==> config.mk <==
export PLATFORM = sky130hd
export DESIGN_NAME = apw_queue
export DESIGN_NICKNAME = d
export VERILOG_FILES = /design/src/sv/apw_pkg.sv /design/src/sv/apw_queue.sv
export VERILOG_INCLUDE_DIRS = /design/src /design/src/sv
export SDC_FILE = /design/constraint.sdc
export NUM_CORES = 1
export LEC_CHECK = 0
export BUFFER_PORTS_ARGS = -buffer_cell sky130_fd_sc_hd__buf_2
export CAP_MARGIN = 20
export CORE_UTILIZATION = 55
export CTS_CLUSTER_SIZE = 12
export DETAILED_ROUTE_END_ITERATION = 7
export GPL_TIMING_DRIVEN = 0
export PLACE_DENSITY = 0.81
export SETUP_SLACK_MARGIN = 0.05
export SYNTH_ARGS = -nofsm -noshare
export SYNTH_HDL_FRONTEND = slang
export SYNTH_SLANG_ARGS = --single-unit
==> constraint.sdc <==
create_clock -name clk -period 3.35 [get_ports clk]
set_clock_uncertainty 0.2 [all_clocks]
set_input_delay 0.335 -clock clk [delete_from_list [all_inputs] [get_ports clk]]
set_output_delay 0.335 -clock clk [all_outputs]
set_load 0.03 [all_outputs]
==> src/sv/assert_macros.svh <==
// Assertion macros shared by the average-pool window unit RTL.
// Included by the modules that carry concurrent checks; no other dependencies.
`ifndef ASSERT_MACROS_SVH
`define ASSERT_MACROS_SVH

// Same-cycle implication, disabled during reset
`define APW_ASSERT_IMP(label, clk_sig, rst_sig, ante, cons, msg) \
  label: assert property (@(posedge clk_sig) disable iff (rst_sig) (ante) |-> (cons)) \
    else $error(msg);

// Next-cycle implication, disabled during reset
`define APW_ASSERT_NEXT(label, clk_sig, rst_sig, ante, cons, msg) \
  label: assert property (@(posedge clk_sig) disable iff (rst_sig) (ante) |=> (cons)) \
    else $error(msg);

`endif

==> src/sv/apw_pkg.sv <==
// Shared constants, types and the divisor reciprocal table for the average-pool unit.
// No dependencies; imported by every module of the block.
package apw_pkg;

  localparam int MAX_WIDTH   = 1024;
  localparam int MAX_WINDOW  = 8;
  localparam int PIXEL_BITS  = 16;
  localparam int ROW_LIMIT   = 1024;

  localparam int COL_W       = $clog2(MAX_WIDTH);
  localparam int DIM_W       = COL_W + 1;
  localparam int KCFG_W      = 4;
  localparam int RING_W      = $clog2(MAX_WINDOW);
  localparam int CSUM_W      = PIXEL_BITS + RING_W;
  localparam int WSUM_W      = CSUM_W + RING_W;
  // floor(n/d) == (n * ceil(2^RSHIFT/d)) >> RSHIFT for n < 2^WSUM_W, d <= MAX_WINDOW^2
  localparam int RSHIFT      = WSUM_W + 2 * RING_W;
  localparam int RECIP_W     = RSHIFT + 1;
  localparam int PROD_W      = WSUM_W + RECIP_W;
  localparam int LS_AW       = RING_W + COL_W;

  localparam int CFG_IDX_W   = 2;
  localparam int CFG_DATA_W  = DIM_W;

  localparam int QUEUE_DEPTH = 4;
  localparam int QPTR_W      = $clog2(QUEUE_DEPTH);

  localparam logic [DIM_W-1:0]  WIDTH_RESET  = DIM_W'(1024);
  localparam logic [DIM_W-1:0]  HEIGHT_RESET = DIM_W'(1024);
  localparam logic [KCFG_W-1:0] WINDOW_RESET = KCFG_W'(8);
  localparam logic [KCFG_W-1:0] STRIDE_RESET = KCFG_W'(2);

  typedef enum logic [CFG_IDX_W-1:0] {
    CFG_IMAGE_WIDTH  = 2'd0,
    CFG_IMAGE_HEIGHT = 2'd1,
    CFG_WINDOW_SIZE  = 2'd2,
    CFG_STRIDE       = 2'd3
  } cfg_reg_t;

  // One classified pixel, handed from the front end to the back end
  typedef struct packed {
    logic [PIXEL_BITS-1:0] pix;
    logic [COL_W-1:0]      ci;
    logic [RING_W-1:0]     rslot;
    logic [RING_W-1:0]     ring;
    logic                  row_first;
    logic                  row_fill;
    logic                  col_first;
    logic                  col_fill;
    logic                  emit;
    logic [COL_W-1:0]      orow;
    logic [COL_W-1:0]      ocol;
    logic                  last;
    logic [RING_W-1:0]     kidx;
  } cmd_t;

  typedef enum logic [1:0] {
    BK_IDLE,
    BK_EXEC,
    BK_MUL,
    BK_OUT
  } back_state_t;

  // ceil(2^RSHIFT / k^2), indexed by k-1
  function automatic logic [RECIP_W-1:0] recip(input logic [RING_W-1:0] kidx);
    logic [RECIP_W-1:0] m;
    case (kidx)
      3'd0:    m = RECIP_W'(268435456);
      3'd1:    m = RECIP_W'(67108864);
      3'd2:    m = RECIP_W'(29826162);
      3'd3:    m = RECIP_W'(16777216);
      3'd4:    m = RECIP_W'(10737419);
      3'd5:    m = RECIP_W'(7456541);
      3'd6:    m = RECIP_W'(5478275);
      3'd7:    m = RECIP_W'(4194304);
      default: m = RECIP_W'(4194304);
    endcase
    return m;
  endfunction

endpackage

==> src/sv/apw_queue.sv <==
// Short command queue between front and back ends of the average-pool unit.
// Depends on apw_pkg and assert_macros.svh.
`include "assert_macros.svh"

module apw_queue (
  input  logic          clk,
  input  logic          rst,
  input  logic          push,
  input  apw_pkg::cmd_t push_cmd,
  input  logic          pop,
  output apw_pkg::cmd_t head,
  output logic          full,
  output logic          empty
);
  import apw_pkg::*;

  cmd_t               entries [QUEUE_DEPTH];
  logic [QPTR_W-1:0]  wr_ptr;
  logic [QPTR_W-1:0]  rd_ptr;
  logic [QPTR_W:0]    count;

  assign full  = (count == (QPTR_W+1)'(QUEUE_DEPTH));
  assign empty = (count == '0);
  assign head  = entries[rd_ptr];

  always_ff @(posedge clk) begin
    if (push) begin
      entries[wr_ptr] <= push_cmd;
    end
  end

  always_ff @(posedge clk) begin
    if (rst) begin
      wr_ptr <= '0;
      rd_ptr <= '0;
      count  <= '0;
    end else begin
      if (push) begin
        wr_ptr <= wr_ptr + QPTR_W'(1);
      end
      if (pop) begin
        rd_ptr <= rd_ptr + QPTR_W'(1);
      end
      case ({push, pop})
        2'b10:   count <= count + (QPTR_W+1)'(1);
        2'b01:   count <= count - (QPTR_W+1)'(1);
        default: count <= count;
      endcase
    end
  end

  `APW_ASSERT_IMP(a_no_push_full, clk, rst, full, !push, "push into full queue")
  `APW_ASSERT_IMP(a_no_pop_empty, clk, rst, empty, !pop, "pop from empty queue")
  `APW_ASSERT_NEXT(a_count_push, clk, rst, push && !pop, count == $past(count) + 3'd1, "queue count did not rise on push")

endmodule

Yosys cells after proc, flatten, opt, wreduce, memory -nomap -nowiden
Memory sizes are Yosys's and may differ from the RTL's. A register that Yosys moved wholly into a read port is not among the register bits. Index checks and enable logic that the tools add are counted. W data, S select, Z words.

$add $sub $neg: 4. Eq/ne operators: 3. Multiplexer cells: 5. Reduce and logical (&&, ||, !) cells: 2.

Operators with widths (count): $pmux W3 S2 (1); $add A2 B1 Y2 const B (2); $mux W2 (2); $add A3 B1 Y3 const B (1); $eq A3 B3 Y1 const B (1); $logic_not A3 Y1 (1); $sub A3 B1 Y3 const B (1); $eq A2 B1 Y1 const B (1); $eq A2 B2 Y1 const B (1); $mux W1 (2); $reduce_bool A2 Y1 (1).

Register bits: 7. Bits in writable memories: 244. Bits of input ports: 65. Output and inout port bits: 63. Logic and storage cells: 18. Memories kept: 1.

Memories: entries (depth 4, bits a word 61, rd ports 1, clocked after memory_dff 1, write ports 1, line apw_queue.sv:17) `cmd_t entries [QUEUE_DEPTH];`.

Depth between registers and ports, before layout
Gate-level depths: netlist (run 1).

Depth in word-level cells: 3. Mapped depth: 7. Depth with buffers taken out: 7.

Worst setup path after synthesis (run 1)
OpenSTA, ideal clock, no wires.

Path type: register to register. From: register wr_ptr[0]. To: memory entries[2][0] (netlist bit) (enable). Setup time: 0.425 ns. Arrival: 1.981 ns. Required time: 2.725 ns. Path slack: 0.744 ns. Cell stages (with the launch flop): 4. Buffers on the path: 0. Clock period less this slack: 2.606 ns. Cell sequence: dfxtp_1 -> inv_1 -> ha_1 -> and2_1.

RTL lines: start: declaration (line apw_queue.sv:18) `logic [QPTR_W-1:0] wr_ptr;`; start signal: assignment (line apw_queue.sv:39) `wr_ptr <= wr_ptr + QPTR_W'(1);`; end: declaration (line apw_queue.sv:17).

Straight into the memory's write port.

==> results of run 1 <==
state kept, by name (all words and copies together) (netlist names), named ones only:
name,flops
count,3
rd_ptr,2
wr_ptr,2
entries,244
kinds of logic (layout without fill, tap and decap cells):
kind of cell,after synthesis,in the layout
DFF,253,253
muxes,62,62
buffers and inverters,21,260
and+or+nand+nor,16,16
adders and majority gates,6,6
xor gates and xnor gates,5,5
AOI/OAI and AO/OA,3,3
how the worst max path moves through the flow:
| stage | end | cells past startpoint | start |
|---|---|---|---|
| after floorplan | entries[2][0] | 3 | wr_ptr[0] |
| after global placement | entries[2][7] | 3 | wr_ptr[0] |
| after detailed placement | head[41] | 4 | flop |
| after CTS | head[16] | 4 | flop |
| after global routing | head[16] | 4 | flop |
| final | head[16] | 4 | flop |
layout make-up:
type	count	area (sq um)	share of cell area
Sequential cell	253	7510	0.640
Multi-Input combinational cell	92	1620	0.138
Timing Repair Buffer	195	1360	0.116
Clock buffer	39	751	0.0640
Tap cell	220	275	0.0235
Buffer	15	169	0.0144
Inverter	6	22.5	0.00192
Clock inverter	5	21.3	0.00181
worst max-delay path, cell delays in order, from the launching register on:
cell,delay [ns]
dfxtp_1,0.30
buf_1,0.34
buf_2,0.36
mux4_2,0.37
buf_2,0.20
report_power, final:
group          total, mW  internal (mW)  switching (mW)
clock               2.59           1.53            1.06
sequential          3.67           3.63          0.0394
combinational      0.949          0.387           0.562
total               7.21           5.55            1.67
metal layers:
| layer | GRT usage | wire length [um] | up-vias |
|---|---|---|---|
| met3 | 0.0431 | 1030 | 17 |
| met4 | 0.0426 | 188 | 0 |
| met5 | 0 | 0 | - |
| met1 | 0.273 | 7050 | 2315 |
| li1 | - | - | 1995 |
| met2 | 0.352 | 8860 | 153 |
layout by cell type, fill, tap and decap left out, types with 2 or more instances in the layout:
cell type / count
a21oi_1: 2
and2_4: 4
buf_12: 10
buf_2: 132
clkbuf_1: 10
clkbuf_16: 27
clkbuf_8: 3
clkinv_1: 3
clkinv_2: 2
dfxtp_1: 9
dlygate4sd3_1: 65
edfxtp_1: 244
ha_1: 5
inv_1: 6
mux4_2: 60
nor2_1: 8
xnor2_1: 2
xor2_1: 3
timing repair:
item                                   4_1_cts  5_1_grt
endpoints found under the hold margin      252        0
setup buffers                                0        0
hold buffers                                65        0
==> flow_summary.toml, run 1 <==
[global_routing]
antenna_found_initial = 0
grt_pass1_wl_um = 26900
grt_pass1_vias = 4955
grt_max_degree = 33
grt_overflow_total = 0
grt_util_all_layers = 0.205

[sta]
fmax_mhz = 382
fin_crit_sh = 0.782
rsz0062_at_grt = "false"
finalSetupTns_ns = 0
fin_ws_ns = 0.730
finalSetupViolCount = 0
holdWs_ns = 0.331
min_period_ns = 2.62
maxSlewViolCount = 0
hold_violations = 0
tightest_slew_ns = 0.516
slew_headroom = 0.656

[synthesis]
muxShareOfSynthArea = 0.149
synthAdderAreaFrac = 0.00888
synthXorXnorAreaFrac = 0.00471
synth-warning-count = 0
ys.flop_type = "edfxtp_1"
ys_ff_latch = 253
syn_inst = 366
synth-compound-area-share = 0.00161
post-synth-top-count-cell = "edfxtp_1"
yosys-top-cells-count = "244 x edfxtp_1, 60 x mux4_2, 9 x dfxtp_1"
synth_top_family_by_area = "multiplexers"
synthSimpleGateAreaFrac = 0.00820
synth.avg_cell_area_sq_um = 25.4
synth_fp_nets = 437
synthTopCellsByArea = "edfxtp_1 79%, mux4_2 15%, dfxtp_1 1.9%, buf_12 1.3%, ha_1 0.67%"
async_reset_ff_frac = 0
synth_area_sq_mm = 0.00930
yosysTopAreaCell = "edfxtp_1"
ys_seq_area_frac = 0.807
synth_top_area_frac = 0.788
synth_edf_count = 244
yosysUniqueCellTypes = 23

[final_layout]
drive_above_1_share = 0.395
fin_nets = 660
fillers = 969
stdcell_count = 825
diodes = 0
area_delta_synth_final_pct = 26.0
stdcell_area_sq_mm = 0.0117
utilization = 0.709

[die]
core_area_sq_mm = 0.0165
rows = 47
dieArea_sq_mm = 0.0174
die_h_um = 132
io_pins = 128
die_x_um = 132
start_util = 0.563

[drt]
wire_per_inst_um = 20.8
avgViaCountPerCell = 5.43
drtAntennaViolNets = 0
drt_iter0_drc = 256
num_vias = 4480
first_pass_iters = 4
wl_um = 17100
drc = 0

[worst_setup_path]
worst_setup_path_start_kind = "flop"
cp_max_fo = 10
timing.rr.end = "entries[2][27]"
r2r-start = "wr_ptr[0]"
reg2reg_depth = 4
crit_path_end_kind = "output pin"
worstPathArrival_ns = 2.08
worstPathRequired_ns = 2.81
crit_type = "flop to output pin"
r2r_setup_slack_ns = 1.45

[clock_tree]
htreeDepth = 1
clkSlewWorstSetupHoldPaths_ns = 0.06
cts_tree = "built"
cts_buffers = 26
ctsResizeCount = 0
clock_path_buffers = 3
root_buffer = "clkbuf_16"
cts.sinks = 253
clock_latency_ns = 0.51

[worst_hold_path]
hp-class = "flop to flop"
holdPathEnd = "count[2]"
hp-start = "count[2]"
whs_path_depth = 2

[power_and_ir_drop]
ir_worst_vdd_mv = 0.442
power.leakage_nw = 4.05
p_per_area_mw_per_mm2 = 615
power_mw = 7.21

[outcome]
status = "completed"

[place]
hpwl_um = 9930
gp_congestion = 0.688
dp_slack_ns = 1.19
placed_area_sq_mm = 0.0103
port_buffers = 126
dp_cells = 716

[run]
maxCapViolCount = 0
(Power assumes the default switching activity.)
==> run 2: changes to the inputs <==
==> constraint.sdc (replaced) <==
create_clock -name clk -period 2.72 [get_ports clk]
set_clock_uncertainty 0.2 [all_clocks]
set_input_delay 0.272 -clock clk [delete_from_list [all_inputs] [get_ports clk]]
set_output_delay 0.272 -clock clk [all_outputs]
set_load 0.03 [all_outputs]
==> run 2 against run 1 <==
Effect of this change:
- utilization hardly changed
- final cell count shrank 0.12%
- worst setup slack lost 0.42 ns
- sequential share of layout area about the same
==> flow_summary.toml, run 2 (same netlist as run 1, synthesis figures left out) <==
[final_layout]
fin_nets = 659
final_common_cell = "edfxtp_1"
max_flop_register = "entries"
area_delta_synth_final_pct = 26.0
layout_common_cells = "244 x edfxtp_1, 132 x buf_2, 65 x dlygate4sd3_1, 60 x mux4_2, 27 x clkbuf_16"
top_regs = "entries x244, count x3"
drive_above_1_share = 0.396
largest_register_ffs = 244
diodes = 0

[global_routing]
grt_max_degree = 33
grt_pass1_wl_um = 26900
grt_util_all_layers = 0.205
antenna_found_initial = 0
grt_overflow_total = 0
grt_pass1_vias = 4955

[sta]
min_period_ns = 2.41
holdWs_ns = 0.320
fin_crit_sh = 0.886
rsz0062_at_grt = "false"
fmax_mhz = 415
maxSlewViolCount = 0
fin_ws_ns = 0.311
tightest_slew_ns = 0.511
hold_violations = 0
slew_headroom = 0.659
finalSetupViolCount = 0

[run]
maxCapViolCount = 0

[worst_hold_path]
whs_path_depth = 2
holdPathEnd = "entries[1][44]"
hp-class = "input port to flop"
hp-start = "push_cmd[44]"

[die]
start_util = 0.563
io_pins = 128
dieArea_sq_mm = 0.0174
core_area_sq_mm = 0.0165
rows = 47
die_h_um = 132
die_x_um = 132

[worst_setup_path]
crit_path_end_kind = "output pin"
crit_type = "flop to output pin"
reg2reg_depth = 4
worst_setup_path_start_kind = "flop"
worstPathRequired_ns = 2.25
r2r_setup_slack_ns = 0.82
worstPathArrival_ns = 1.94
r2r-start = "wr_ptr[0]"
timing.rr.end = "entries[2][27]"
cp_max_fo = 10

[outcome]
status = "completed"

[drt]
wl_um = 17100
drt_iter0_drc = 266
drtAntennaViolNets = 0
avgViaCountPerCell = 5.44
first_pass_iters = 4
drc = 0
wire_per_inst_um = 20.7
num_vias = 4486

[clock_tree]
cts.sinks = 253
clock_path_buffers = 3
cts_buffers = 26
clock_latency_ns = 0.51
root_buffer = "clkbuf_16"
cts_tree = "built"
clkSlewWorstSetupHoldPaths_ns = 0.06
ctsResizeCount = 0
htreeDepth = 1
postCtsSetupRepairBufs = 0

[power_and_ir_drop]
p_per_area_mw_per_mm2 = 758
power.leakage_nw = 4.05
p_sw_mw = 2.05
pwr-share-seq = 0.509
clkPwrFrac = 0.360
ir_worst_vdd_mv = 0.544
swShare = 0.231
pwr-share-comb = 0.131
internal-power_mw = 6.83

[place]
gp_congestion = 0.688
dp_slack_ns = 0.621
hpwl_um = 9930
port_buffers = 126
[run 2: worst max path at each step]
stage              start             to  slack (ns)  cells after the start
4_1_cts             flop       head[16]        0.07                      4
2_1_floorplan  wr_ptr[0]  entries[2][0]        0.11                      3
3_5_place_dp        flop       head[41]        0.62                      4
5_1_grt             flop       head[16]        0.16                      3
3_3_place_gp   wr_ptr[0]  entries[2][7]       -0.96                      3
6_report            flop       head[14]        0.31                      3
[run 2: metal layers]
| metal | up-vias | global-route usage | share of wire | wire (um) |
|---|---|---|---|---|
| met5 | - | 0 | 0 | 0 |
| met4 | 0 | 0.0426 | 0.011 | 188 |
| met3 | 18 | 0.0431 | 0.057 | 972 |
| met2 | 149 | 0.352 | 0.52 | 8850 |
| met1 | 2323 | 0.273 | 0.41 | 7080 |
| li1 | 1996 | - | - | - |
[run 2: area by class of cell]
type	count	area (sq um)
multi-input combinational	92	1620
clock inverter	5	21.3
inverter	6	22.5
sequential	253	7510
timing repair buffer	195	1360
buffer	14	165
clock buffer	39	751
tap	220	275
fill	969	4810
[run 2: repair_timing]
item / 4_1_cts / 5_1_grt
hold buffers: 65 / 0
setup endpoints to repair: 0 / 53
hold endpoints to repair: 253 / 0
[run 2: power by group through the flow]
stage	clock network (mW)	registers (mW)	logic, mW
6_report	3.19	4.52	1.16
5_1_grt	3.42	4.54	1.24
4_1_cts	3.27	4.52	1.18
3_5_place_dp	0	4.60	1.10
3_3_place_gp	0	4.60	1.05
2_1_floorplan	0	4.59	0.759
[run 2: per-stage QoR]
stage	TNS (ns)	instance area [sq um]	util	power [mW]	instances
after global placement	-224.72	10200	0.618	5.66	712
after CTS	0	11700	0.709	8.98	825
after global routing	0	11700	0.709	9.20	824
after floorplan	0	9300	-	5.35	366
final	0	11700	0.709	8.88	824
after detailed placement	0	10300	0.623	5.70	716
[run 2: worst max-delay path: stages (launching register included)]
cell,delay [ns]
dfxtp_1,0.51
buf_2,0.35
mux4_2,0.37
buf_2,0.20
