==> config.mk <==
export PLATFORM = sky130hd
export DESIGN_NAME = apw_front
export DESIGN_NICKNAME = d
export VERILOG_FILES = /design/src/sv/assert_macros.svh /design/src/sv/apw_pkg.sv /design/src/sv/apw_front.sv
export SDC_FILE = /design/constraint.sdc
export NUM_CORES = 1
export LEC_CHECK = 0
export BUFFER_PORTS_ARGS = -buffer_cell sky130_fd_sc_hd__buf_2
export CAP_MARGIN = 0
export CELL_PAD_IN_SITES_DETAIL_PLACEMENT = 1
export CELL_PAD_IN_SITES_GLOBAL_PLACEMENT = 1
export CORE_AREA = 2 2 112 136
export DETAILED_ROUTE_END_ITERATION = 12
export DIE_AREA = 0 0 114 138
export PLACE_DENSITY = 0.85
export SLEW_MARGIN = 5
export SYNTH_ARGS = -nofsm -noshare
export SYNTH_HDL_FRONTEND = slang
export SYNTH_SLANG_ARGS = --single-unit
==> constraint.sdc <==
create_clock -name clk -period 10.6 [get_ports clk]
set_clock_uncertainty 0.05 [all_clocks]
set_input_delay 2.12 -clock clk [delete_from_list [all_inputs] [get_ports clk]]
set_output_delay 2.12 -clock clk [all_outputs]
set_load 0.02 [all_outputs]
==> src/sv/assert_macros.svh <==
// Assertion macros shared by the average-pool window unit RTL.
// Included by the modules that carry concurrent checks; no other dependencies.
`ifndef ASSERT_MACROS_SVH
`define ASSERT_MACROS_SVH

// Same-cycle implication, disabled during reset
`define APW_ASSERT_IMP(label, clk_sig, rst_sig, ante, cons, msg) \
  label: assert property (@(posedge clk_sig) disable iff (rst_sig) (ante) |-> (cons)) \
    else $error(msg);

// Next-cycle implication, disabled during reset
`define APW_ASSERT_NEXT(label, clk_sig, rst_sig, ante, cons, msg) \
  label: assert property (@(posedge clk_sig) disable iff (rst_sig) (ante) |=> (cons)) \
    else $error(msg);

`endif

==> src/sv/apw_pkg.sv <==
// Shared constants, types and the divisor reciprocal table for the average-pool unit.
// No dependencies; imported by every module of the block.
package apw_pkg;

  localparam int MAX_WIDTH   = 1024;
  localparam int MAX_WINDOW  = 8;
  localparam int PIXEL_BITS  = 16;
  localparam int ROW_LIMIT   = 1024;

  localparam int COL_W       = $clog2(MAX_WIDTH);
  localparam int DIM_W       = COL_W + 1;
  localparam int KCFG_W      = 4;
  localparam int RING_W      = $clog2(MAX_WINDOW);
  localparam int CSUM_W      = PIXEL_BITS + RING_W;
  localparam int WSUM_W      = CSUM_W + RING_W;
  // floor(n/d) == (n * ceil(2^RSHIFT/d)) >> RSHIFT for n < 2^WSUM_W, d <= MAX_WINDOW^2
  localparam int RSHIFT      = WSUM_W + 2 * RING_W;
  localparam int RECIP_W     = RSHIFT + 1;
  localparam int PROD_W      = WSUM_W + RECIP_W;
  localparam int LS_AW       = RING_W + COL_W;

  localparam int CFG_IDX_W   = 2;
  localparam int CFG_DATA_W  = DIM_W;

  localparam int QUEUE_DEPTH = 4;
  localparam int QPTR_W      = $clog2(QUEUE_DEPTH);

  localparam logic [DIM_W-1:0]  WIDTH_RESET  = DIM_W'(1024);
  localparam logic [DIM_W-1:0]  HEIGHT_RESET = DIM_W'(1024);
  localparam logic [KCFG_W-1:0] WINDOW_RESET = KCFG_W'(8);
  localparam logic [KCFG_W-1:0] STRIDE_RESET = KCFG_W'(2);

  typedef enum logic [CFG_IDX_W-1:0] {
    CFG_IMAGE_WIDTH  = 2'd0,
    CFG_IMAGE_HEIGHT = 2'd1,
    CFG_WINDOW_SIZE  = 2'd2,
    CFG_STRIDE       = 2'd3
  } cfg_reg_t;

  // One classified pixel, handed from the front end to the back end
  typedef struct packed {
    logic [PIXEL_BITS-1:0] pix;
    logic [COL_W-1:0]      ci;
    logic [RING_W-1:0]     rslot;
    logic [RING_W-1:0]     ring;
    logic                  row_first;
    logic                  row_fill;
    logic                  col_first;
    logic                  col_fill;
    logic                  emit;
    logic [COL_W-1:0]      orow;
    logic [COL_W-1:0]      ocol;
    logic                  last;
    logic [RING_W-1:0]     kidx;
  } cmd_t;

  typedef enum logic [1:0] {
    BK_IDLE,
    BK_EXEC,
    BK_MUL,
    BK_OUT
  } back_state_t;

  // ceil(2^RSHIFT / k^2), indexed by k-1
  function automatic logic [RECIP_W-1:0] recip(input logic [RING_W-1:0] kidx);
    logic [RECIP_W-1:0] m;
    case (kidx)
      3'd0:    m = RECIP_W'(268435456);
      3'd1:    m = RECIP_W'(67108864);
      3'd2:    m = RECIP_W'(29826162);
      3'd3:    m = RECIP_W'(16777216);
      3'd4:    m = RECIP_W'(10737419);
      3'd5:    m = RECIP_W'(7456541);
      3'd6:    m = RECIP_W'(5478275);
      3'd7:    m = RECIP_W'(4194304);
      default: m = RECIP_W'(4194304);
    endcase
    return m;
  endfunction

endpackage

==> src/sv/apw_front.sv <==
// Front end: configuration registers, raster position counters and window classification.
// Depends on apw_pkg; feeds apw_queue.
module apw_front (
  input  logic                             clk,
  input  logic                             rst,
  input  logic                             cfg_valid,
  output logic                             cfg_ready,
  input  logic [apw_pkg::CFG_IDX_W-1:0]    cfg_index,
  input  logic [apw_pkg::CFG_DATA_W-1:0]   cfg_data,
  input  logic                             pixel_valid,
  output logic                             pixel_stall,
  input  logic [apw_pkg::PIXEL_BITS-1:0]   pixel,
  input  logic                             q_full,
  output logic                             q_push,
  output apw_pkg::cmd_t                    q_cmd
);
  import apw_pkg::*;

  logic [DIM_W-1:0]  image_width;
  logic [DIM_W-1:0]  image_height;
  logic [KCFG_W-1:0] window_size;
  logic [KCFG_W-1:0] stride;

  logic [DIM_W-1:0]  w_eff;
  logic [DIM_W-1:0]  h_eff;
  logic [KCFG_W-1:0] k_eff;
  logic [KCFG_W-1:0] s_eff;
  logic [KCFG_W-1:0] s_last;
  logic [RING_W-1:0] km1;
  logic [DIM_W-1:0]  k_ext;

  logic [COL_W-1:0]  col;
  logic [COL_W-1:0]  row;
  logic [RING_W-1:0] cring;
  logic [RING_W-1:0] rring;
  logic [KCFG_W-1:0] cph;
  logic [KCFG_W-1:0] rph;
  logic [COL_W-1:0]  ocol;
  logic [COL_W-1:0]  orow;

  logic [DIM_W-1:0]  c1;
  logic [DIM_W-1:0]  r1;
  logic              col_in;
  logic              row_in;
  logic              col_hit;
  logic              row_hit;
  logic              col_wrap;
  logic              row_wrap;
  logic              col_last;
  logic              row_last;
  logic              accept;
  logic              cfg_we;
  logic              cfg_hit;

  assign cfg_ready   = 1'b1;
  assign cfg_we      = cfg_valid && cfg_ready;
  assign pixel_stall = q_full;
  assign accept      = pixel_valid && !q_full;
  assign q_push      = accept;

  always_comb begin
    case (cfg_reg_t'(cfg_index))
      CFG_IMAGE_WIDTH, CFG_IMAGE_HEIGHT, CFG_WINDOW_SIZE, CFG_STRIDE: cfg_hit = 1'b1;
      default: cfg_hit = 1'b0;
    endcase
  end

  always_ff @(posedge clk) begin
    if (rst) begin
      image_width  <= WIDTH_RESET;
      image_height <= HEIGHT_RESET;
      window_size  <= WINDOW_RESET;
      stride       <= STRIDE_RESET;
    end else if (cfg_we) begin
      case (cfg_reg_t'(cfg_index))
        CFG_IMAGE_WIDTH:  image_width  <= cfg_data;
        CFG_IMAGE_HEIGHT: image_height <= cfg_data;
        CFG_WINDOW_SIZE:  window_size  <= cfg_data[KCFG_W-1:0];
        CFG_STRIDE:       stride       <= cfg_data[KCFG_W-1:0];
        default: ;
      endcase
    end
  end

  // Registers are used clamped to their legal ranges
  always_comb begin
    if (image_width == '0) begin
      w_eff = DIM_W'(1);
    end else if (image_width > DIM_W'(MAX_WIDTH)) begin
      w_eff = DIM_W'(MAX_WIDTH);
    end else begin
      w_eff = image_width;
    end
    if (image_height == '0) begin
      h_eff = DIM_W'(1);
    end else if (image_height > DIM_W'(ROW_LIMIT)) begin
      h_eff = DIM_W'(ROW_LIMIT);
    end else begin
      h_eff = image_height;
    end
    if (window_size == '0) begin
      k_eff = KCFG_W'(1);
    end else if (window_size > KCFG_W'(MAX_WINDOW)) begin
      k_eff = KCFG_W'(MAX_WINDOW);
    end else begin
      k_eff = window_size;
    end
    s_eff = (stride == '0) ? KCFG_W'(1) : stride;
  end

  assign s_last = s_eff - KCFG_W'(1);
  assign km1    = RING_W'(k_eff - KCFG_W'(1));
  assign k_ext  = DIM_W'(k_eff);

  assign c1       = {1'b0, col} + DIM_W'(1);
  assign r1       = {1'b0, row} + DIM_W'(1);
  assign col_in   = c1 >= k_ext;
  assign row_in   = r1 >= k_ext;
  assign col_hit  = col_in && (cph == '0);
  assign row_hit  = row_in && (rph == '0);
  assign col_wrap = c1 >= w_eff;
  assign row_wrap = r1 >= h_eff;
  // last window of a row/column: the next origin along would overhang the edge
  assign col_last = ({1'b0, c1} + (DIM_W+1)'(s_eff)) > {1'b0, w_eff};
  assign row_last = ({1'b0, r1} + (DIM_W+1)'(s_eff)) > {1'b0, h_eff};

  always_comb begin
    q_cmd.pix       = pixel;
    q_cmd.ci        = col;
    q_cmd.rslot     = rring;
    q_cmd.ring      = cring;
    q_cmd.row_first = (row == '0);
    q_cmd.row_fill  = ({1'b0, row} < k_ext);
    q_cmd.col_first = (col == '0);
    q_cmd.col_fill  = ({1'b0, col} < k_ext);
    q_cmd.emit      = col_hit && row_hit;
    q_cmd.orow      = orow;
    q_cmd.ocol      = ocol;
    q_cmd.last      = col_last && row_last;
    q_cmd.kidx      = km1;
  end

  always_ff @(posedge clk) begin
    if (rst || (cfg_we && cfg_hit)) begin
      col   <= '0;
      row   <= '0;
      cring <= '0;
      rring <= '0;
      cph   <= '0;
      rph   <= '0;
      ocol  <= '0;
      orow  <= '0;
    end else if (accept) begin
      if (col_wrap) begin
        col   <= '0;
        cring <= '0;
        cph   <= '0;
        ocol  <= '0;
        if (row_wrap) begin
          row   <= '0;
          rring <= '0;
          rph   <= '0;
          orow  <= '0;
        end else begin
          row   <= row + COL_W'(1);
          rring <= (rring == km1) ? '0 : rring + RING_W'(1);
          if (row_in) begin
            rph <= (rph == s_last) ? '0 : rph + KCFG_W'(1);
          end
          if (row_hit) begin
            orow <= orow + COL_W'(1);
          end
        end
      end else begin
        col   <= col + COL_W'(1);
        cring <= (cring == km1) ? '0 : cring + RING_W'(1);
        if (col_in) begin
          cph <= (cph == s_last) ? '0 : cph + KCFG_W'(1);
        end
        if (col_hit) begin
          ocol <= ocol + COL_W'(1);
        end
      end
    end
  end

endmodule

-- After elaboration in Yosys (flattened, before gate mapping)
Index checks and enable logic that the tools add are counted.
- bits in latches: 0
- memories kept: 0
- input port bits: 34
- memory bits (read-only): 0
- bits in writable memories: 0
- bits in registers: 84
- eq/ne operators: 7
- $add $sub $neg: 14
- muxes and demuxes: 24
- div/mod/pow operators: 0
- bitwise gates (word level): 0
- shift-type cells: 0
- reductions and logical operators: 31
- multiply operators: 0
- order comparisons: 11
- operators by type and width (cell ; count):
    $mux 10 ; 6
    $mux 11 ; 4
    $add 10x1->10 const B ; 4
    $mux 4 ; 9
    $add 11x4->12 ; 2
    $gt 12x11->1 ; 2
    $add 10x1->11 const B ; 2
    $ge 11x11->1 ; 2
    $ge 11x4->1 ; 2
    $gt 11x11->1 const B ; 2
    $logic_not 11->1 ; 2
    $logic_not 10->1 ; 2
    $lt 10x4->1 ; 2
    $logic_not 4->1 ; 4
    $reduce_and 2->1 ; 7
    $mux 3 ; 4
    $add 4x1->4 const B ; 2
    $eq 4x4->1 ; 2
    $reduce_bool 2->1 ; 4
    $add 3x1->3 const B ; 2
    $eq 3x3->1 ; 2
    $logic_and 1x1->1 ; 6
    $reduce_and 3->1 ; 2
    $eq 2x2->1 const B ; 2
    9 further kinds ; 9

-- Depth between registers and ports, before layout
Gate-level depths: netlist of the first run.
- depth in word-level cells: 7
- gate-level depth with buffers: 18
- depth with buffers taken out: 17

-- Worst setup path after synthesis of the first run
OpenSTA, ideal clock, no wires.
- path type: register to output
- start point: reg col[0]
- end point: out q_cmd[3] (netlist bit)
- arrival time: 3.782 ns
- stages on the path, launching flop included: 18
- required time: 8.430 ns
- slack: 4.648 ns
- path buffers: 0
- cells stage by stage: dfxtp_1 -> inv_1 -> ha_1 -> nor2b_1 -> or2_2 -> ha_1 -> a21oi_1 -> o21bai_1 -> a21oi_1 -> nand2b_1 -> nor2_1 -> a31o_1 -> ha_1 -> o21a_1 -> o22ai_1 -> a31oi_1 -> o31ai_1 -> a211oi_1
- RTL lines (element ; RTL line ; source):
    from (decl) ; apw_front.sv:32 ; logic [COL_W-1:0] col;
    from (signal assigned) ; apw_front.sv:175 ; col <= col + COL_W'(1);
    to (decl) ; apw_front.sv:15 ; output apw_pkg::cmd_t q_cmd

==> results.yml, run 1 <==
run_status:
  status: "finished clean"
sta:
  hold_violations: 0
  rsz0062_at_grt: "no"
  slew_headroom: 0.295
  finalCriticalPeriod_ns: 6.51
  fmax_ghz: 0.154
  worst_pin_slew_ns: 1.05
  fin_hold_ws_ns: 0.437
  slew_violations: 0
  setup_viol: 0
  finalSetupTns_ns: 0
  fin_crit_sh: 0.614
power_and_ir_drop:
  p_total_uw: 746
  cellLeakagePower_nw: 3.05
  irDropWorstVdd_mv: 0.0746
  power_density_nw_per_um2: 103
critical_path:
  reg2reg_to: "ocol[7]"
  r2r_cells: 14
  required_ns: 8.43
  critical_path_class: "reg2out"
  cp-start-kind: "flip-flop"
  reg2reg_slack_ns: 6.13
  worstPathArrival_ns: 4.34
  critPathCaptureType: "output pin"
  r2r_start: "col[0]"
  path_max_fanout: 8
global_routing:
  grt_util_met3: 0.0421
  grt_pass1_wl_um: 32100
  met1_usage: 0.302
  met2_usage: 0.444
  grt-busiest-layer: "met2"
  grt_usage: 0.252
  grt.overflow.total: 0
  grt_max_degree: 33
  grt_pass1_vias: 6384
  antenna_found_initial: 0
yosys:
  synth_edf_count: 0
  yosysTopAreaCellShare: 0.253
  synth_flop_cell: "dfxtp_1"
  synthDistinctLibCells: 77
  syn-num-nets: 937
  avgSynthCellArea_um2: 8.09
  async_flop_share: 0
  yosysTopAreaCell: "dfxtp_1"
  synth_warnings: 0
  synth_cells: 822
  synth-seq-area-share: 0.253
  yosys_register_bits: 84
  netlist_top_cells_area: "dfxtp_1 (25%), ha_1 (15%), nor2_1 (4.8%)"
  syn_area_um2: 6650
finish:
  final_nets: 959
  n_antenna_cell: 0
  final_common_cell: "nor2_1"
  fill_cells: 1805
  seq_area_um2: 1680
  fin_util: 0.494
  mostFrequentLayoutCells: "nor2_1 (85), dfxtp_1 (84), ha_1 (81)"
  multi_input_area_um2: 4530
  syn2layout_area_growth_pct: 8.41
  drive_gt1_frac: 0.121
  final_cell_area_um2: 7210
drt:
  wl_per_cell_um: 18.7
  vias: 6155
  drtPass1Iterations: 5
  drc: 0
  drt-initial-drc-count: 264
  ant_nets: 0
  routed_wl_um: 19200
  via_per_inst: 5.99
hold_path:
  hold_depth: 2
  hp-class: "reg2reg"
  holdCritStartpoint: "ocol[8]"
  hold_end: "ocol[8]"
clocking:
  clk_latency_ns: 0.36
  root_buffer: "clkbuf_16"
  cts.sink_count: 84
  cts_max_path_buffers: 2
  path_clk_slew_ns: 0.07
  cts_max_level: 3
  cts_resized: 0
  cts-buffers-inserted: 9
  ctsHoldBuffers: 0
  post_cts_buffers: 0
  cts_tree: "yes"
run:
  maxCapViolations: 0
die:
  die_w_um: 114
  die-height_um: 138
  io-pin-count: 98
  dieArea_um2: 15700
  start_util: 0.456
  rows: 49
  core-area_um2: 14600
placement:
  gp_congestion: 0.880
  io_buffer_count: 64
  dpl_cell_area_um2: 6910
  hpwl_um: 14500
## area by class of cell
type	count	area share
clock buffers	12	0.0356
multi-input cells	646	0.629
repair buffers	65	0.0455
flip-flops and latches	84	0.233
well taps	178	0.0309
inverters	38	0.0198
clock inverters	4	0.00659
## Yosys cell counts (all sizes together) (4+ instances only)
cell type / number
or2: 7
nand3b: 6
nor2: 85
nor4: 13
nand3: 36
dfxtp: 84
xor2: 18
nand2: 67
clkbuf: 26
a21o: 7
ha: 81
nand4: 15
or3: 5
or4: 13
nor4b: 5
and3: 4
o211ai: 9
o31ai: 10
o21a: 10
xnor2: 22
nor2b: 14
a22oi: 8
o21ai: 30
and2: 4
nor3: 17
buf: 28
mux2i: 30
a21oi: 52
a31oi: 10
inv: 38
a211oi: 6
nand2b: 15
## how the worst max path moves through the flow
stage	from	endpoint	slack, ns	cells after the start
2_1_floorplan	col[0]	q_cmd[3]	4.65	17
3_3_place_gp	row[0]	q_cmd[3]	4.61	17
3_5_place_dp	row[0]	q_cmd[3]	4.50	17
4_1_cts	row[0]	q_cmd[3]	4.07	17
5_1_grt	col[0]	q_cmd[3]	3.83	18
6_report	col[0]	q_cmd[3]	4.09	18
## registers in the layout, summed over array words and instances (netlist names)
signal        flops
col              10
cph               4
cring             3
image_height     11
image_width      11
ocol             10
orow             10
row              10
rph               4
rring             3
stride            4
window_size       4
## logic make-up after synthesis
kind of cell	after synthesis	share of synthesized area
adders and majority gates	81	0.152
AOI/OAI and AO/OA	175	0.174
muxes	31	0.0468
DFF	84	0.253
xor gates and xnor gates	42	0.0609
other	1	0.000564
and+or+nand+nor	316	0.246
buffers and inverters	92	0.0666
## power breakdown
group          leakage, nW  switching [mW]  internal [mW]
clock network        0.149           0.144          0.195
logic                 2.22          0.0503         0.0310
registers            0.679         0.00606          0.320
## worst max-delay path: stages, from the launching register on
cell and delay [ns]:
dfxtp_1 0.50, inv_1 0.14, ha_1 0.40, nor2b_1 0.18, or2_2 0.33, ha_1 0.20
a21oi_1 0.21, o21bai_1 0.09, a21oi_1 0.20, nand2b_1 0.17, nor2_1 0.08, a31o_1 0.22
ha_1 0.31, o21a_1 0.13, o22ai_1 0.07, a31oi_1 0.14, o31ai_1 0.10, a211oi_1 0.28
buf_2 0.23
## stage by stage
stage | setup WS, ns | instances
after global placement | 4.61 | 1011
after floorplan | 4.65 | 822
final | 4.09 | 1027
after global routing | 3.83 | 1027
after CTS | 4.07 | 1027
after detailed placement | 4.50 | 1011
## routing by layer
metal / up-vias / part of all wire
li1: 3011 / -
met1: 2975 / 0.43
met2: 121 / 0.50
met3: 48 / 0.030
met4: 0 / 0.035
met5: - / 0
Power figures use the tool's default switching activity.
==> run 2: changes to the inputs <==
Settings changed: CORE_AREA 2 2 112 136 to 2 2 123 149, DIE_AREA 0 0 114 138 to 0 0 125 151, PLACE_DENSITY 0.85 to 0.75.
Clock period 10.6 ns to 5.85 ns, I/O delays scaled along.
==> run 2 against run 1 <==
Compared with the run above: total power up 83%; utilization down 7.5 points; hold slack worse by 0.0045 ns; count of clock-buffer cells in the layout down 3; wire length up 1.2%; setup slack worse by 3.7 ns; via count down 0.60%; flip-flop and latch count unchanged; highest routed layer unchanged.
==> results.yml, run 2 (synthesis results as in run 1) <==
clocking:
  root_buffer: "clkbuf_16"
  cts-buffers-inserted: 9
  cts_max_path_buffers: 2
  post_cts_buffers: 0
  clk_latency_ns: 0.35
  path_clk_slew_ns: 0.06
  cts_max_level: 3
  cts_tree: "yes"
  cts.sink_count: 84
drt:
  routed_wl_um: 19400
  vias: 6118
  drt-initial-drc-count: 232
  ant_nets: 0
  via_per_inst: 5.72
  drtPass1Iterations: 6
  drc: 0
  wl_per_cell_um: 18.1
placement:
  gp_congestion: 0.876
  io_buffer_count: 64
  hpwl_um: 14600
critical_path:
  critical_path_class: "reg2out"
  path_max_fanout: 8
  r2r_start: "col[1]"
  critPathCaptureType: "output pin"
  cp-start-kind: "flip-flop"
  crit_chain: "inv_1 -> ha_1 -> nor2b_1 -> or2_2 -> ha_1 -> a21oi_1 -> o21bai_1 -> a21oi_1 -> nand2b_1 -> nor2_1 -> a31o_1 -> ha_1 -> o21a_1 -> o22ai_1 -> a31oi_1 -> o31ai_1 -> a211oi_1 -> buf_2"
  cp_common_cell: "ha_1"
  required_ns: 4.63
  cp_top_family: "compound AO/OA/AOI/OAI gates"
  critPathLaunch: "col[0]"
  worstPathBufferInverterCount: 2
  slowest_delay_ns: 0.41
  worstPathArrival_ns: 4.24
  cpMaxStageDelayCell: "dfxtp_2"
finish:
  fill_cells: 2136
  drive_gt1_frac: 0.126
  fin_util: 0.419
  final_common_cell: "nor2_1"
  syn2layout_area_growth_pct: 9.54
  final_nets: 960
  reg_top3: "image_height: 11 flops, image_width: 11 flops"
  n_antenna_cell: 0
  mostFrequentLayoutCells: "nor2_1 (85), dfxtp_1 (82), ha_1 (81)"
  multi_input_area_um2: 4530
  seq_area_um2: 1680
sta:
  finalCriticalPeriod_ns: 5.46
  fmax_ghz: 0.183
  fin_crit_sh: 0.933
  hold_violations: 0
  worst_pin_slew_ns: 1.09
  slew_violations: 0
  slew_headroom: 0.273
  finalSetupTns_ns: 0
  setup_viol: 0
  rsz0062_at_grt: "no"
die:
  die-height_um: 151
  io-pin-count: 98
  start_util: 0.383
  die_w_um: 125
  rows: 53
  core-area_um2: 17400
  dieArea_um2: 18900
hold_path:
  hp-class: "reg2reg"
  holdCritStartpoint: "orow[9]"
global_routing:
  grt_pass1_wl_um: 31900
  grt_usage: 0.208
  grt_max_degree: 33
  grt.overflow.total: 0
  antenna_found_initial: 0
  grt_pass1_vias: 6203
run:
  maxCapViolations: 0
power_and_ir_drop:
  power_density_nw_per_um2: 187
  irDropWorstVdd_mv: 0.172
  cellLeakagePower_nw: 3.06
run_status:
  status: "finished clean"
## run 2: cell count changes in the layout (fill, tap and decap cells not counted), sizes merged
cell    previous run  this run
clkinv             2         4
bufinv             1         2
buf               65        66
clkbuf            12         9
## run 2: worst reg2reg max path, cell delays in order (launching register included)
cell     delay, ns
dfxtp_1       0.46
ha_1          0.36
inv_1         0.21
o31a_1        0.34
nor2_1        0.31
inv_1         0.13
ha_1          0.33
a21o_1        0.19
a21o_1        0.17
a21oi_1       0.20
o21ai_1       0.23
nand2_1       0.75
nand2_1       0.45
a21oi_1       0.24
## run 2: per-stage QoR
step	hold WS, ns	std cells	setup slack, ns	area, um^2	power, mW
after global placement	0.415	1054	0.773	6970	0.746
after floorplan	0.414	822	0.848	6650	0.720
final	0.432	1070	0.394	7290	1.36
after global routing	0.456	1070	0.0555	7290	1.41
after CTS	0.436	1070	0.303	7280	1.38
after detailed placement	0.427	1054	0.730	6970	0.749
## run 2: final cells by class
cell class                 count  area share
clock buffer                   9      0.0309
clock inverter                 7      0.0125
inverter                      38      0.0196
multi-input combinational    646       0.622
sequential                    84       0.231
tap                          220      0.0378
timing repair buffer          66      0.0460
## run 2: metal layers
metal | up-vias | part of all wire | global-route usage
met5 | - | 0 | 0
met3 | 24 | 0.027 | 0.0293
met2 | 99 | 0.50 | 0.379
met1 | 3008 | 0.45 | 0.255
li1 | 2987 | - | -
met4 | 0 | 0.018 | 0.0633
## run 2: what timing repair did
action,in CTS,in global routing
hold buffers,0,0
hold endpoints to repair,0,0
gates resized for setup,0,2
setup endpoints to repair,0,1
## run 2: where the power goes
part | switching, mW | internal, mW
Combinational | 0.0909 | 0.0563
Clock | 0.254 | 0.373
Sequential | 0.0101 | 0.580
Total | 0.355 | 1.01
## run 2: path summary, 6_finish.rpt
kind	to	slack [ns]	depth (start not counted)
max	q_cmd[3]	0.39	18
max reg2reg	ocol[7]	1.36	13
min	orow[9]	0.43	2
min reg2reg	orow[9]	0.43	2
